**src/design/yuv420_planar_to_rgb_macros.svh**
```systemverilog
// Assertion macros for the YUV 4:2:0 to RGB converter.
`ifndef YUV420_PLANAR_TO_RGB_MACROS_SVH
`define YUV420_PLANAR_TO_RGB_MACROS_SVH

`ifndef ASSERT_OFF
`define Y4R_ASSERT_SAME(label, clk, rst_n, ante, cons) \
	label: assert property (@(posedge clk) disable iff (!rst_n) (ante) |-> (cons)) \
		else $error("y4r same-cycle check failed");
`define Y4R_ASSERT_NEXT(label, clk, rst_n, ante, cons) \
	label: assert property (@(posedge clk) disable iff (!rst_n) (ante) |=> (cons)) \
		else $error("y4r next-cycle check failed");
`else
`define Y4R_ASSERT_SAME(label, clk, rst_n, ante, cons)
`define Y4R_ASSERT_NEXT(label, clk, rst_n, ante, cons)
`endif

`endif

```
**src/design/y4r_pkg.sv**
```systemverilog
// Shared constants and types for the YUV 4:2:0 to RGB converter.
`default_nettype none

package y4r_pkg;

	localparam int MAX_WIDTH_DEF  = 4096;
	localparam int MAX_HEIGHT_DEF = 4096;

	localparam int CFG_W = 13;
	localparam int CMP_W = 15;
	localparam int PIX_W = 8;
	localparam int CHR_W = 16;

	localparam logic [CFG_W-1:0] WIDTH_RST  = 13'd640;
	localparam logic [CFG_W-1:0] HEIGHT_RST = 13'd480;

	localparam int PROD_W    = 19;
	localparam int FRAC_BITS = 10;
	localparam int COEF_RV   = 1436;
	localparam int COEF_GU   = 352;
	localparam int COEF_GV   = 731;
	localparam int COEF_BU   = 1814;
	localparam int PIX_MAX   = 255;

	typedef enum logic [0:0] {
		REG_FRAME_WIDTH  = 1'b0,
		REG_FRAME_HEIGHT = 1'b1
	} reg_idx_t;

	typedef struct packed {
		logic odd;
		logic last;
	} pos_t;

endpackage

`default_nettype wire

```
**src/design/y4r_color.sv**
```systemverilog
// BT.601 fixed-point color math: products stage, then offset, add and clamp.
`default_nettype none

module y4r_color (
	input  logic                       clk,
	input  logic                       en,
	input  logic [y4r_pkg::PIX_W-1:0]  y0,
	input  logic [y4r_pkg::PIX_W-1:0]  y1,
	input  logic [y4r_pkg::PIX_W-1:0]  u,
	input  logic [y4r_pkg::PIX_W-1:0]  v,
	output logic [6*y4r_pkg::PIX_W-1:0] rgb
);

	localparam int PW = y4r_pkg::PROD_W;
	localparam int OW = PW - y4r_pkg::FRAC_BITS;
	localparam int SW = y4r_pkg::PIX_W + 2;

	logic signed [y4r_pkg::PIX_W-1:0] du;
	logic signed [y4r_pkg::PIX_W-1:0] dv;
	logic signed [PW-1:0]             du_x;
	logic signed [PW-1:0]             dv_x;

	logic signed [PW-1:0]         r_p_s2;
	logic signed [PW-1:0]         g_p_s2;
	logic signed [PW-1:0]         b_p_s2;
	logic [y4r_pkg::PIX_W-1:0]    y0_s2;
	logic [y4r_pkg::PIX_W-1:0]    y1_s2;

	logic signed [OW-1:0]         r_off;
	logic signed [OW-1:0]         g_off;
	logic signed [OW-1:0]         b_off;

	logic [6*y4r_pkg::PIX_W-1:0]  rgb_q;

	function automatic logic [y4r_pkg::PIX_W-1:0] clamp8(input logic signed [SW-1:0] x);
		logic [y4r_pkg::PIX_W-1:0] r;
		if (x < 0) begin
			r = '0;
		end else if (x > SW'(y4r_pkg::PIX_MAX)) begin
			r = y4r_pkg::PIX_W'(y4r_pkg::PIX_MAX);
		end else begin
			r = x[y4r_pkg::PIX_W-1:0];
		end
		return r;
	endfunction

	function automatic logic [3*y4r_pkg::PIX_W-1:0] pixel(
		input logic [y4r_pkg::PIX_W-1:0] y,
		input logic signed [OW-1:0]      ro,
		input logic signed [OW-1:0]      go,
		input logic signed [OW-1:0]      bo
	);
		logic signed [SW-1:0] ys;
		ys = signed'(SW'(y));
		return {clamp8(ys + SW'(bo)), clamp8(ys - SW'(go)), clamp8(ys + SW'(ro))};
	endfunction

	// u - 128 is u with its top bit flipped, read as signed
	assign du   = signed'({~u[y4r_pkg::PIX_W-1], u[y4r_pkg::PIX_W-2:0]});
	assign dv   = signed'({~v[y4r_pkg::PIX_W-1], v[y4r_pkg::PIX_W-2:0]});
	assign du_x = PW'(du);
	assign dv_x = PW'(dv);

	always_ff @(posedge clk) begin
		if (en) begin
			r_p_s2 <= dv_x * PW'(y4r_pkg::COEF_RV);
			g_p_s2 <= du_x * PW'(y4r_pkg::COEF_GU) + dv_x * PW'(y4r_pkg::COEF_GV);
			b_p_s2 <= du_x * PW'(y4r_pkg::COEF_BU);
			y0_s2  <= y0;
			y1_s2  <= y1;
		end
	end

	// floor shift of a two's-complement product is its upper bits
	assign r_off = r_p_s2[PW-1:y4r_pkg::FRAC_BITS];
	assign g_off = g_p_s2[PW-1:y4r_pkg::FRAC_BITS];
	assign b_off = b_p_s2[PW-1:y4r_pkg::FRAC_BITS];

	always_ff @(posedge clk) begin
		if (en) begin
			rgb_q <= {pixel(y1_s2, r_off, g_off, b_off), pixel(y0_s2, r_off, g_off, b_off)};
		end
	end

	assign rgb = rgb_q;

endmodule

`default_nettype wire
```
**config.mk**
```make
export PLATFORM = sky130hd
export DESIGN_NAME = y4r_color
export DESIGN_NICKNAME = d
export VERILOG_FILES = /design/src/design/yuv420_planar_to_rgb_macros.svh /design/src/design/y4r_pkg.sv /design/src/design/y4r_color.sv
export SDC_FILE = /design/constraint.sdc
export NUM_CORES = 1
export LEC_CHECK = 0
export ABC_CLOCK_PERIOD_IN_PS = 5500
export BUFFER_PORTS_ARGS = -buffer_cell sky130_fd_sc_hd__buf_4
export CAP_MARGIN = 10
export CORE_MARGIN = 2
export CORE_UTILIZATION = 56
export CTS_CLUSTER_SIZE = 16
export DETAILED_ROUTE_END_ITERATION = 10
export HOLD_SLACK_MARGIN = 0.12
export PLACE_DENSITY = 0.79
export REMOVE_ABC_BUFFERS = 1
export SETUP_SLACK_MARGIN = 0.02
export SLEW_MARGIN = 5
export SYNTH_ARGS = -nofsm -noshare
export SYNTH_HDL_FRONTEND = slang
export SYNTH_SLANG_ARGS = --single-unit
```
**constraint.sdc**
```tcl
create_clock -name clk -period 5.5 [get_ports clk]
set_input_delay 0.55 -clock clk [delete_from_list [all_inputs] [get_ports clk]]
set_output_delay 0.55 -clock clk [all_outputs]
set_load 0.1 [all_outputs]
```
# --- After elaboration in Yosys (flattened, before gate mapping) ---
# Cells that the tools add are included.
word_totals:
  inputBits: 34
  regBits: 118
  wordCells: 42
classes:
  mul: 4
  muxes: 6
  n_lt_le_gt_ge: 12
  add_sub_neg: 7
  bitwise: 2
ops:
  columns: ["cell", "count"]
  rows:
  - ["10-bit by 9-bit greater-than comparator with 1-bit output, second input constant", 6]
  - ["10-bit by 1-bit < comparator with 1-bit output, second input constant", 6]
  - ["8-bit 2-to-1 mux", 6]
  - ["9-bit by 9-bit adder with 10-bit output", 4]
  - ["9-bit by 9-bit subtractor with 10-bit output", 2]
  - ["18-bit by 19-bit adder with 19-bit output", 1]
  - ["8-bit by 11-bit multiplier with 19-bit output, second input constant", 1]
  - ["8-bit by 11-bit multiplier with 18-bit output, second input constant", 1]
  - ["8-bit by 10-bit multiplier with 17-bit output, second input constant", 1]
  - ["8-bit by 5-bit multiplier with 13-bit output, second input constant", 1]
  - ["1-bit inverter", 2]

# --- Logic depth before layout (Yosys ltp) ---
depth:
  ltp_word: 3
  depth_mapped: 22
  ltp_nobuf: 22

# --- Worst setup path after synthesis ---
# OpenSTA, ideal clock, no wires.
synth_timing:
  path_type: "in2reg"
  from: "in u[1] (netlist bit)"
  to: "reg g_p_s2[18], data pin"
  required_ps: 5236
  setup_slack_ps: -261
  stages: 19
  arrival_time_ps: 5498
  n_path_buf: 0
  setup_time_ps: 264
  path_cell_list: "ha_1 > fa_1 > ha_1 > a21oi_1 > xnor2_1 > ha_1 > inv_1 > fa_1 > inv_1 > fa_1 > fa_1 > ha_1 > ha_1 > and3_1 > a211oi_2 > a21oi_1 > a41o_1 > o31ai_1 > xnor2_1"
synth_via:
  elab_chain_len: 2
synth_rtl:
  columns: ["element", "line_no", "text"]
  rows:
  - ["start, declared", "y4r_color.sv:9", "input logic [y4r_pkg::PIX_W-1:0] u,"]
  - ["8-bit by 5-bit multiplier with 13-bit output", "y4r_color.sv:67", "g_p_s2 <= du_x * PW'(y4r_pkg::COEF_GU) + dv_x * PW'(y4r_pkg::COEF_GV);"]
  - ["18-bit by 19-bit adder with 19-bit output", "y4r_color.sv:67", null]
  - ["end signal, assigned", "y4r_color.sv:67", null]
  - ["end, declared", "y4r_color.sv:24", "logic signed [PW-1:0] g_p_s2;"]
# Every way passes these cells.
# A chain may end at the register's enable or synchronous reset.

# --- Worst setup path in the final report ---
layout_timing:
  from: "in u[2] (netlist bit)"
  to: "reg g_p_s2[18], data pin"
# Same word-level chain as after synthesis.

==> summary.txt <==
Floorplanning
  • IO Pins: 82
  • Starting Density: 57.55%
  • DIE AREA: 0.01898 mm2
  • Num rows: 48
  • Die height: 137.8 um
  • Core Region: 0.01742 mm2
  • Die Width: 137.8 um

Critical path
  • Crit-path cells: buf_4, ha_1, inv_1, fa_1, inv_1, ha_4, xnor2_1, ha_1, inv_1, fa_1, inv_1, fa_1, fa_1, ha_4, ha_4, and3_4, a211oi_4, a21oi_2, a41o_1, o31ai_2, xnor2_1
  • Slowest stage delay, CP: 0.50 ns
  • FF-to-FF path depth: 11
  • Worst setup EP type: flop
  • Worst Path Required: 5.59 ns
  • Arrival @ worst endpoint: 5.47 ns
  • CP Depth: 21
  • Critical path peak fanout: 3
  • Critical path type: in -> reg
  • CP max-delay cell: fa_1
  • Worst Path Buf+Inv: 5
  • CP Launch Type: primary input
  • Largest delay share family, worst path: adder cells

STA
  • Tmin final: 5.376 ns
  • FMAX: 186.0 MHz
  • Setup Skew: 0.006105 ns
  • Setup_tns: 0 ns
  • Slew @ Worst Pin: 1.074 ns
  • # setup viols final: 0
  • Slew Viols, Final: 0
  • RSZ-0062 raised after global routing: yes
  • Fin. Hold Viols: 0
  • Final worst-path cycle share: 97.75%
  • Slew Limit Headroom: 28.41%

Route
  • Total number of vias: 6955
  • Post-route ant nets: 0
  • Drt pass-1 iters: 4
  • WL final: 20170 um
  • Drc violations: 0
  • Avg WL per Cell: 15.83 um
  • Via density: 5.459
  • DRT iter0 DRCs: 241

Yosys
  • Number of flops mapped to enable cells by yosys: 91
  • Share of flip-flops with an asynchronous set or reset: 0%
  • Post-Syn Area: 0.01002 mm2
  • Post-synth cell types: 51
  • Largest area contributor in the netlist: edfxtp_1
  • Top cells by area, synth: edfxtp_1 (27%), ha_1 (26%), fa_1 (14%), inv_1 (6.5%), xnor2_1 (4.5%)
  • Syn Inst Count: 930
  • Commonest cells in the netlist: ha_1 (205), inv_1 (174), edfxtp_1 (91), fa_1 (71), xnor2_1 (51)
  • Mean Syn Cell Area: 10.78 um2
  • #FFs+latches synth: 91
  • Top-count cell post-synth: ha_1
  • Synth warn: 0
  • Synth top area share: 27.26%
  • Synth Flop Type: edfxtp_1
  • Sequential fraction of the synthesis area: 27.26%

Place
  • HPWL after DPL: 16410 um
  • I/O Buffers: 81
  • RD Place Congestion: 0.9175

Clock tree
  • Worst skew pair latency: 0.35 ns
  • CTS buffer count: 9
  • CTS max path bufs: 2
  • CTS tree: yes
  • Hold-fix buffers, CTS: 0
  • Root Buffer: clkbuf_16
  • Clk slew on worst S/H paths: 0.06 ns
  • H-tree level count: 3
  • CTS Sinks: 91

Finish
  • Fillers: 1308
  • Area delta synth->final: 16.17%
  • Share of cells above drive strength 1: 15.44%
  • N_diodes: 0
  • Layout net count: 1355

GRT
  • First-pass GRT wire length: 32890 um
  • Largest net degree at the start of global routing: 92
  • Initial antenna violation count: 0
  • Vias in the first global route: 7047
  • Grt ovf: 0
  • Total track usage: 22.31%

Run status
  • Outcome: complete, no violations

Job
  • Max Cap Viol: 0

Min path
  • Hold path cells: 1
  • Hold WC Path Type: in -> reg
==> worst reg2reg max path, cell delays in order (launching register included) <==
cell	delay [ns]
edfxtp_1	0.49
inv_1	0.11
ha_1	0.18
inv_1	0.06
fa_1	0.40
a21o_1	0.21
a21oi_1	0.23
nor2b_1	0.11
o31ai_1	0.36
a21o_1	0.32
o22ai_1	0.12
a2bb2oi_1	0.29
==> worst paths after layout <==
| kind | startpoint | slack, ns | endpoint |
|---|---|---|---|
| setup / recovery | u[2] | 0.12 | g_p_s2[18] |
| hold / removal | y1[5] | 0.38 | y1_s2[5] |
| setup reg to reg | y1_s2[0] | 2.43 | rgb[33] |
| hold reg to reg | r_p_s2[10] | 0.75 | rgb[0] |
==> sequential cells by signal (all words and copies together) (netlist names) <==
register / cells
b_p_s2: 9
g_p_s2: 9
r_p_s2: 9
rgb: 48
y0_s2: 8
y1_s2: 8
==> layer usage <==
layer,global-route usage (%),share of wire (%),vias up
met2,39.17,50,154
met5,0,0,-
li1,-,-,3454
met4,8.333,3.4,0
met3,3.054,3.7,46
met1,28.04,43,3301
==> placed cells by master, fill, tap and decap left out, types with 9 or more instances in the layout <==
cell / instances
a21oi_1: 38
fa_1: 70
edfxtp_1: 91
o21bai_1: 9
buf_4: 109
xor2_1: 23
nor2b_1: 15
a21o_1: 26
nor3_1: 12
o21a_1: 44
clkbuf_16: 9
nor2_1: 46
o22ai_1: 12
nand2_1: 14
a2bb2oi_1: 12
xnor2_1: 51
inv_1: 174
ha_1: 192
ha_4: 12
==> timing repair <==
item,CTS,global route
setup endpoints to repair,5,7
buffers inserted,3,0
resized for setup,11,18
pin swaps,16,11
==> area by class of cell <==
cell class | instances | area [um2] | area share [%]
Multi-Input combinational cell | 659 | 6815 | 58.53
Sequential cell | 91 | 2733 | 23.47
Timing Repair Buffer | 109 | 818.3 | 7.028
Inverter | 175 | 656.9 | 5.642
Tap cell | 225 | 281.5 | 2.418
Clock buffer | 9 | 225.2 | 1.934
Clock inverter | 6 | 113.9 | 0.9779
==> through the flow <==
step	hold slack, ns	instance area, um2	setup WS, ns	utilization [%]	instances
2_1_floorplan	0.6489	10000	-0.2614	-	925
4_1_cts	0.3703	11530	0.03363	66.19	1274
6_report	0.3761	11640	0.1238	66.85	1274
3_3_place_gp	0.7283	11080	-0.4206	63.61	1256
5_1_grt	0.3654	11640	-0.06752	66.85	1274
3_5_place_dp	0.7293	11080	-0.5809	63.61	1256
==> cells by family (layout without fill, tap and decap cells) <==
logic type	Yosys count	count (layout)	synth area share (%)
buffers and inverters	180	299	6.766
AOI/OAI and AO/OA	208	208	15.07
xor gates and xnor gates	74	74	6.466
and+or+nand+nor	100	100	4.556
adders and majority gates	276	276	39.77
muxes	1	1	0.1123
DFF	91	91	27.26
Power is left out: the tool's default activity adds up to more than one toggle a clock period on the data nets, which glitch-free logic cannot reach.
