==> src/design/yuv420_planar_to_rgb_macros.svh <==
// Assertion macros for the YUV 4:2:0 to RGB converter.
`ifndef YUV420_PLANAR_TO_RGB_MACROS_SVH
`define YUV420_PLANAR_TO_RGB_MACROS_SVH

`ifndef ASSERT_OFF
`define Y4R_ASSERT_SAME(label, clk, rst_n, ante, cons) \
	label: assert property (@(posedge clk) disable iff (!rst_n) (ante) |-> (cons)) \
		else $error("y4r same-cycle check failed");
`define Y4R_ASSERT_NEXT(label, clk, rst_n, ante, cons) \
	label: assert property (@(posedge clk) disable iff (!rst_n) (ante) |=> (cons)) \
		else $error("y4r next-cycle check failed");
`else
`define Y4R_ASSERT_SAME(label, clk, rst_n, ante, cons)
`define Y4R_ASSERT_NEXT(label, clk, rst_n, ante, cons)
`endif

`endif

==> src/design/y4r_pkg.sv <==
// Shared constants and types for the YUV 4:2:0 to RGB converter.
`default_nettype none

package y4r_pkg;

	localparam int MAX_WIDTH_DEF  = 4096;
	localparam int MAX_HEIGHT_DEF = 4096;

	localparam int CFG_W = 13;
	localparam int CMP_W = 15;
	localparam int PIX_W = 8;
	localparam int CHR_W = 16;

	localparam logic [CFG_W-1:0] WIDTH_RST  = 13'd640;
	localparam logic [CFG_W-1:0] HEIGHT_RST = 13'd480;

	localparam int PROD_W    = 19;
	localparam int FRAC_BITS = 10;
	localparam int COEF_RV   = 1436;
	localparam int COEF_GU   = 352;
	localparam int COEF_GV   = 731;
	localparam int COEF_BU   = 1814;
	localparam int PIX_MAX   = 255;

	typedef enum logic [0:0] {
		REG_FRAME_WIDTH  = 1'b0,
		REG_FRAME_HEIGHT = 1'b1
	} reg_idx_t;

	typedef struct packed {
		logic odd;
		logic last;
	} pos_t;

endpackage

`default_nettype wire

==> src/design/y4r_seq.sv <==
// Pair column and row counters with frame-end detection.
`default_nettype none

module y4r_seq #(
	parameter int MAX_WIDTH  = y4r_pkg::MAX_WIDTH_DEF,
	parameter int MAX_HEIGHT = y4r_pkg::MAX_HEIGHT_DEF,
	localparam int LINE_PAIRS = MAX_WIDTH / 2,
	localparam int CW = $clog2(LINE_PAIRS),
	localparam int RW = $clog2(MAX_HEIGHT)
) (
	input  logic                       clk,
	input  logic                       arst_n,
	input  logic                       step,
	input  logic [y4r_pkg::CFG_W-1:0]  frame_width,
	input  logic [y4r_pkg::CFG_W-1:0]  frame_height,
	output logic [CW-1:0]              col,
	output y4r_pkg::pos_t              pos
);

	logic [CW-1:0]              col_q;
	logic [RW-1:0]              row_q;
	logic [y4r_pkg::CMP_W-1:0]  pairs;
	logic [y4r_pkg::CMP_W-1:0]  rows;
	logic                       col_wrap;
	logic                       row_wrap;

	always_comb begin
		pairs = y4r_pkg::CMP_W'(frame_width[y4r_pkg::CFG_W-1:1]);
		if (pairs == '0) begin
			pairs = y4r_pkg::CMP_W'(1);
		end else if (pairs > y4r_pkg::CMP_W'(LINE_PAIRS)) begin
			pairs = y4r_pkg::CMP_W'(LINE_PAIRS);
		end
		rows = y4r_pkg::CMP_W'(frame_height);
		if (rows == '0) begin
			rows = y4r_pkg::CMP_W'(1);
		end else if (rows > y4r_pkg::CMP_W'(MAX_HEIGHT)) begin
			rows = y4r_pkg::CMP_W'(MAX_HEIGHT);
		end
	end

	assign col_wrap = (y4r_pkg::CMP_W'(col_q) + y4r_pkg::CMP_W'(1)) >= pairs;
	assign row_wrap = (y4r_pkg::CMP_W'(row_q) + y4r_pkg::CMP_W'(1)) >= rows;

	always_ff @(posedge clk or negedge arst_n) begin
		if (!arst_n) begin
			col_q <= '0;
			row_q <= '0;
		end else if (step) begin
			if (col_wrap) begin
				col_q <= '0;
				row_q <= row_wrap ? '0 : row_q + RW'(1);
			end else begin
				col_q <= col_q + CW'(1);
			end
		end
	end

	assign col      = col_q;
	assign pos.odd  = row_q[0];
	assign pos.last = col_wrap && row_wrap;

endmodule

`default_nettype wire

==> config.mk <==
export PLATFORM = sky130hd
export DESIGN_NAME = y4r_seq
export DESIGN_NICKNAME = d
export VERILOG_FILES = /design/src/design/yuv420_planar_to_rgb_macros.svh /design/src/design/y4r_pkg.sv /design/src/design/y4r_seq.sv
export SDC_FILE = /design/constraint.sdc
export NUM_CORES = 1
export LEC_CHECK = 0
export BUFFER_PORTS_ARGS = -buffer_cell sky130_fd_sc_hd__buf_2
export CAP_MARGIN = 20
export CORE_MARGIN = 2
export CORE_UTILIZATION = 30
export DETAILED_ROUTE_END_ITERATION = 8
export PLACE_DENSITY = 0.54
export SLEW_MARGIN = 40
export SYNTH_ARGS = -nofsm -noshare
export SYNTH_HDL_FRONTEND = slang
export SYNTH_SLANG_ARGS = --single-unit
export TNS_END_PERCENT = 10
==> constraint.sdc <==
create_clock -name clk -period 3.3 [get_ports clk]
set_input_delay 0.165 -clock clk [delete_from_list [all_inputs] [get_ports clk]]
set_output_delay 0.165 -clock clk [all_outputs]
set_load 0.1 [all_outputs]
# Word level (Yosys, flattened, before mapping)
# Index checks and enable logic that the tools add are counted.
# totals
inputBits	29
output_inout_bits	13
wordCells	20
ff_bits	23
# op_classes
mux	6
n_lt_le_gt_ge	4
addsub	4
reduce_logical	4
# ops
cell	n
$mux 13	2
$mux 12	2
$ge 12x15->1	1
$ge 13x15->1	1
$mux 15	1
$add 12x1->13 const B	1
$gt 13x13->1 const B	1
$logic_not 13->1	1
$add 11x1->12 const B	1
$add 12x1->12 const B	1
$gt 12x12->1 const B	1
$logic_not 12->1	1
$add 11x1->11 const B	1
$mux 11	1
$reduce_and 2->1	1
$logic_and 1x1->1	1

# Logic depth before layout (Yosys ltp)
# Gate-level depths: netlist (run 1).
# depth
word_depth	5
ltp_mapped	14
mapped_depth_nobuf	14

# Worst setup path after synthesis (run 1)
# OpenSTA, ideal clock, no wires.
# synth_path
path_type	register to output
startpoint	register col_q[0], in the netlist col[0]
endpoint	output port pos[0] in the netlist's numbering
t_required_ps	3135
path_buffers	0
arrival_time_ps	3502
path_stages_with_launch	12
slack_ps	-367
path_cell_list	dfrtp_1 ha_1 inv_1 nor2_1 nand2_1 xnor2_1 ha_1 a21o_1 a21oi_1 o21ai_0 a21o_1 and2_1
# synth_lines
item	line	text
start, declared	y4r_seq.sv:20	logic [CW-1:0] col_q;
start signal, assigned	y4r_seq.sv:54	col_q <= col_q + CW'(1);
end, declared	y4r_seq.sv:17	output y4r_pkg::pos_t pos

==> results of run 1 <==
-- power groups by stage --
stage	combinational (mW)	clock [mW]	sequential (mW)
floorplan	0.466	0	0.629
global placement	0.836	0	0.416
detailed placement	0.849	0	0.415
CTS	0.860	0.179	0.410
global route	0.929	0.195	0.421
finish	0.849	0.171	0.412
-- critical path: cells and delay by family (launching register included) --
| kind | cells | cell delay, ns |
|---|---|---|
| xor gates and xnor gates | 1 | 0.16 |
| DFF | 1 | 0.42 |
| AOI/OAI and AO/OA | 2 | 0.33 |
| and+or+nand+nor | 6 | 1.01 |
| adders and majority gates | 2 | 0.53 |
| buffers and inverters | 2 | 0.22 |
-- metal layers --
layer  vias to the layer above  GRT usage  routed length [um]  share of wire
li1                        936          -                   -              -
met1                       808      0.163                2140           0.50
met2                        35      0.192                1960           0.46
met3                         2     0.0143                 164          0.038
met4                         0     0.0213                  17         0.0040
met5                         -          0                   0              0
-- kinds of logic after synthesis --
kind of cell | synth area share
and+or+nand+nor | 0.235
muxes | 0.0104
xor gates and xnor gates | 0.0813
adders and majority gates | 0.165
AOI/OAI and AO/OA | 0.189
buffers and inverters | 0.0373
DFF | 0.281
-- final timing paths --
kind                                               to  cells past startpoint                  start
worst max register to register   row_q[7]$_DFFE_PN0P_                     12     col[0]$_DFFE_PN0P_
worst max-delay path                           pos[0]                     13   row_q[0]$_DFFE_PN0P_
min in group asynchronous         col[10]$_DFFE_PN0P_                      2                 arst_n
worst min register to register  row_q[10]$_DFFE_PN0P_                      2  row_q[10]$_DFFE_PN0P_
max in group asynchronous          col[0]$_DFFE_PN0P_                      2                 arst_n
worst min-delay path               col[0]$_DFFE_PN0P_                      2                   step
-- cells in the mapped netlist, types with 5 or more instances --
| master | n |
|---|---|
| a22o_1 | 6 |
| a31o_2 | 6 |
| clkbuf_1 | 5 |
| dfrtp_1 | 23 |
| ha_1 | 27 |
| inv_1 | 12 |
| nand2_1 | 38 |
| nand3_1 | 14 |
| nor2_1 | 17 |
| nor2b_1 | 7 |
| nor3_1 | 5 |
| o21ai_0 | 8 |
| xnor2_1 | 14 |
| xor2_1 | 5 |
-- area by class of cell --
class,count,area share
multi-input combinational,195,0.582
sequential,23,0.237
timing repair buffer,45,0.104
tap,80,0.0408
clock buffer,4,0.0184
inverter,12,0.0184
-- flip-flops by register name, summed over array words and instances (netlist names) --
| signal | count |
|---|---|
| col | 11 |
| row_q | 12 |
-- repair_timing --
| action | 4_1_cts | 5_1_grt |
|---|---|---|
| gates resized for setup | 2 | 7 |
| hold buffers | 1 | 0 |
| pin swaps | 1 | 0 |
| setup buffers | 1 | 0 |
| endpoints found under the setup margin | 1 | 4 |
| hold endpoints to repair | 23 | 0 |
-- per-stage QoR --
stage | utilization | power [mW] | area [um^2]
floorplan | - | 1.09 | 2050
global placement | 0.353 | 1.25 | 2360
detailed placement | 0.353 | 1.26 | 2360
CTS | 0.363 | 1.45 | 2430
global route | 0.367 | 1.54 | 2450
finish | 0.367 | 1.43 | 2450
==> run metrics, run 1 <==
status=completed; clock power share=0.120; DR pass1 iterations=4; mapped cell area=0.00205 mm^2; hold slack=~0.36 ns; total track usage=0.116; WL/cell=about 12 um; post-synthesis sequential area ratio=0.281; slowest CP cell=dfrtp_2; Remaining DRCs=0; combinational share of power=0.593; peak supply drop=0.202 mV; post-route setup TNS=0 ns; min setup slack post-route=0.197 ns; chip height=between 80 and 90 um; CP Max Fanout=6; Post-synth EDFFs=0; final wirelength=4.28 mm; largest net degree at the start of global routing=24; Ys Warns=0; Via density=between 4 and 5; slew margin rel.=0.535; library cells used by synthesis=40; DR vias=1,781; NetSw=between 700 and 800 uW; syn_nets=293; ANT nets after route=0; PD cells=a little under 600 mW/mm^2; Cells after DPL=353; async set or reset register ratio after synthesis=1.00; sequential power share=0.287; number of I/O pins=42; crit end category=output port; R2R setup slack=0.23 ns; switch share=0.510; final period utilization=0.940; Die Area=0.00750 mm^2; count of final hold-check violations=0; CTS tree=done; Initial Util=0.306; DIE WIDTH=just under 90 um; top_reg_cell synth=dfrtp_1; total of max-cap violations=0; Multi-input gate area=0.00143 mm^2; non-filler instance count after layout=359; critical path class=reg2out; Slew Viols, Final=0; Gate Count Post-Synth=between 200 and 250; register area=between 500 and 600 um^2; initial antenna violation count=0; most frequent cells in the layout=buf_2 (39), nand2_1 (38), ha_1 (26); Final #Nets=~340; startpoint types=flip-flop; Synth Area per Inst=8.64 um^2; crit path DAT=between 2 and 3 ns; Leak Pwr=between 1 and 1.5 nW; CTS Buf Count=3; number of global-route vias before repair=between 1,500 and 2,000; Reg clk slew, reported paths=0.08 ns; most common cell after layout, fill and taps aside=buf_2; share of the synthesized area in the top cell type=0.281; port buffer count=40; # fillers=704; Tightest Hold Check Type=in2reg; Remaining Overflow, GRT=0; GPL Wtd Cong=0.803; largest area contributor in the netlist=dfrtp_1; Worst-Skew Late Latency=0.26 ns; Final Setup Violations=0; Yosys reg bits=23; RSZ-0062 raised after global routing=no; global-route wire length before repair=7.24 mm; Core ar.=between 0.006 and 0.007 mm^2; pre-CTS WS=0.0886 ns; Int Power=702 uW; row count=30; Tmin final=3.10 ns; CP peak stage delay=~0.42 ns; fmax=322 MHz; skew final=0.00389 ns; Worst EP required=around 3.1 ns; Clock Tree Root=clkbuf_8; Least-Margin Pin Slew=0.690 ns; share of cells above drive strength 1=0.254; crit-path cells=ha_2, nand3_1, nor2_4, nand2_1, nor2_1, xnor2_1, inv_1, ha_1, and4_1, a31oi_2, o22ai_4, and2_2, buf_12; ANT cells=0; synth top area cells=dfrtp_1 (28%), ha_1 (17%), nand2_1 (7.0%), xnor2_1 (6.0%), nand3_1 (3.4%); Detailed Place HPWL=3.54 mm; H-tree levels=1; synthesis-to-layout area growth=19.9%; Clock Sinks=23; DR iter-0 viols=29; clock buffer depth=2
Power figures use the tool's default switching activity.
==> run 2, diff against run 1 <==
--- a/config.mk
+++ b/config.mk
@@ -5,12 +5,12 @@
 export SDC_FILE = /design/constraint.sdc
 export NUM_CORES = 1
 export LEC_CHECK = 0
-export BUFFER_PORTS_ARGS = -buffer_cell sky130_fd_sc_hd__buf_2
 export CAP_MARGIN = 20
 export CORE_MARGIN = 2
 export CORE_UTILIZATION = 30
 export DETAILED_ROUTE_END_ITERATION = 8
-export PLACE_DENSITY = 0.54
+export DONT_BUFFER_PORTS = 1
+export PLACE_DENSITY = 0.49
 export SLEW_MARGIN = 40
 export SYNTH_ARGS = -nofsm -noshare
 export SYNTH_HDL_FRONTEND = slang
==> run metrics, run 2 (same netlist as run 1, synthesis figures left out) <==
status=completed (unchanged); most frequent cells in the layout=nand2_1 (38), ha_1 (26), dfrtp_1 (20) (was buf_2 (39), nand2_1 (38), ha_1 (26)); number of I/O pins=42 (unchanged); Clock Tree Root=clkbuf_8 (unchanged); Die Area=0.00750 mm^2 (unchanged); crit path capture=pos[0] (unchanged); Least-Margin Pin Slew=0.501 ns (was 0.690 ns); critical path class=reg2out (unchanged); peak supply drop=0.177 mV (was 0.202 mV); worst reg2reg path endpoint=row_q[6]$_DFFE_PN0P_ (was row_q[7]$_DFFE_PN0P_); total of max-cap violations=0 (unchanged); Core ar.=0.00668 mm^2 (unchanged); share of cells above drive strength 1=0.173 (was 0.254); final wirelength=4.50 mm (was 4.28 mm); final period utilization=0.944 (was 0.940); Critical R2R Launch=col[0]$_DFFE_PN0P_ (unchanged); Slew Viols, Final=0 (unchanged); Detailed Place HPWL=3.57 mm (was 3.54 mm); Reg clk slew, reported paths=0.08 ns (about the same); R2R setup slack=0.27 ns (was 0.23 ns); chip height=86.6 um (unchanged); crit path DAT=2.95 ns (was 2.94 ns); RSZ-0062 raised after global routing=no (unchanged); count of final hold-check violations=0 (unchanged); synthesis-to-layout area growth=16.3% (was 19.9%); Worst-Skew Late Latency=0.26 ns (about the same); post-route setup TNS=0 ns (unchanged); WL/cell=13.4 um (was 11.9 um); startpoint types=flip-flop (unchanged); # fillers=705 (was 704); number of global-route vias before repair=1,612 (was 1,629); global-route wire length before repair=7.38 mm (was 7.24 mm); Tmin final=3.12 ns (was 3.10 ns); total track usage=0.122 (was 0.116); worst reg2reg path depth=14 (was 12); CP Max Fanout=6 (unchanged); hold slack=0.0424 ns (was 0.358 ns); DR pass1 iterations=4 (unchanged); DR iter-0 viols=84 (was 29); DIE WIDTH=86.6 um (unchanged); most common cell after layout, fill and taps aside=nand2_1 (was buf_2); Remaining Overflow, GRT=0 (unchanged); DR vias=1,706 (was 1,781); Largest Register=row_q (unchanged); Tightest Hold Check Type=in2reg (unchanged); Remaining DRCs=0 (unchanged); skew final=0.00257 ns (was 0.00389 ns); Via density=5.09 (was 4.96); Final Setup Violations=0 (unchanged); slew margin rel.=0.665 (was 0.535); Initial Util=0.306 (unchanged); largest net degree at the start of global routing=24 (unchanged); Setup crit start=row_q[0]$_DFFE_PN0P_ (unchanged); Final #Nets=312 (was 336); ANT cells=0 (unchanged); row count=30 (unchanged); PD cells=607 mW/mm^2 (was 584 mW/mm^2); H-tree levels=1 (unchanged); ANT nets after route=0 (unchanged); GPL Wtd Cong=0.811 (was 0.803); Clock Sinks=23 (unchanged); initial antenna violation count=0 (unchanged); max FFs per register=12 (unchanged); fmax=321 MHz (was 322 MHz); crit end category=output port (unchanged); CTS Buf Count=3 (unchanged); Worst EP required=3.13 ns (about the same); clock buffer depth=2 (unchanged); Leak Pwr=1.16 nW (was 1.24 nW); port buffer count=0 (was 40); CTS tree=done (unchanged)
==> run 2: per-layer routing <==
metal  part of all wire  global-route usage
met2               0.45               0.206
met3              0.044              0.0133
met5                  0                   0
met1               0.50               0.168
met4             0.0073              0.0298
==> run 2: area by class of cell <==
class	count	area (um^2)	share of cell area
sequential	23	579	0.243
tap	80	100	0.0420
clock buffer	4	45.0	0.0189
timing repair buffer	21	188	0.0788
multi-input combinational	195	1420	0.598
inverter	12	45.0	0.0189
==> run 2: per-stage QoR <==
| step | power [mW] | std cells | worst slack (ns) | util | instance area (um^2) |
|---|---|---|---|---|---|
| 2_1_floorplan | 1.09 | 237 | 0.0752 | - | 2050 |
| 3_3_place_gp | 1.25 | 327 | 0.204 | 0.338 | 2260 |
| 3_5_place_dp | 1.26 | 327 | 0.189 | 0.338 | 2260 |
| 4_1_cts | 1.46 | 335 | 0.0704 | 0.353 | 2360 |
| 5_1_grt | 1.56 | 335 | 0.00641 | 0.356 | 2380 |
| 6_report | 1.45 | 335 | 0.184 | 0.356 | 2380 |
==> run 2: report_power, final <==
part / internal (mW) / switching [mW]
sequential: 0.339 / 0.0600
clock: 0.0862 / 0.0913
combinational: 0.290 / 0.580
==> run 2: worst min path at each step <==
stage / start / cells past startpoint / end / slack (ns)
after floorplan: arst_n / 0 / col[0]$_DFFE_PN0P_ / -0.13
final: step / 2 / col[7]$_DFFE_PN0P_ / 0.04
after global placement: arst_n / 0 / col[10]$_DFFE_PN0P_ / -0.13
after global routing: step / 1 / col[6]$_DFFE_PN0P_ / 0.04
after CTS: step / 2 / col[7]$_DFFE_PN0P_ / 0.04
after detailed placement: arst_n / 0 / col[10]$_DFFE_PN0P_ / -0.13
==> run 2: critical path, cell delays in order, from the launching register on <==
cell,delay [ns]
dfrtp_2,0.43
ha_2,0.23
nand3_1,0.14
nor2_1,0.18
buf_4,0.15
nand3_1,0.11
xnor2_2,0.17
ha_1,0.31
a211oi_1,0.21
nor2_1,0.09
nor3_2,0.18
o22ai_4,0.11
and2_2,0.20
buf_12,0.16
==> run 2: timing repair <==
action                                  4_1_cts  5_1_grt
endpoints found under the setup margin        1        4
resized for setup                             1        6
pin swaps                                     1        1
hold endpoints to repair                     28        0
hold buffers                                  3        0
buffers inserted                              1        0
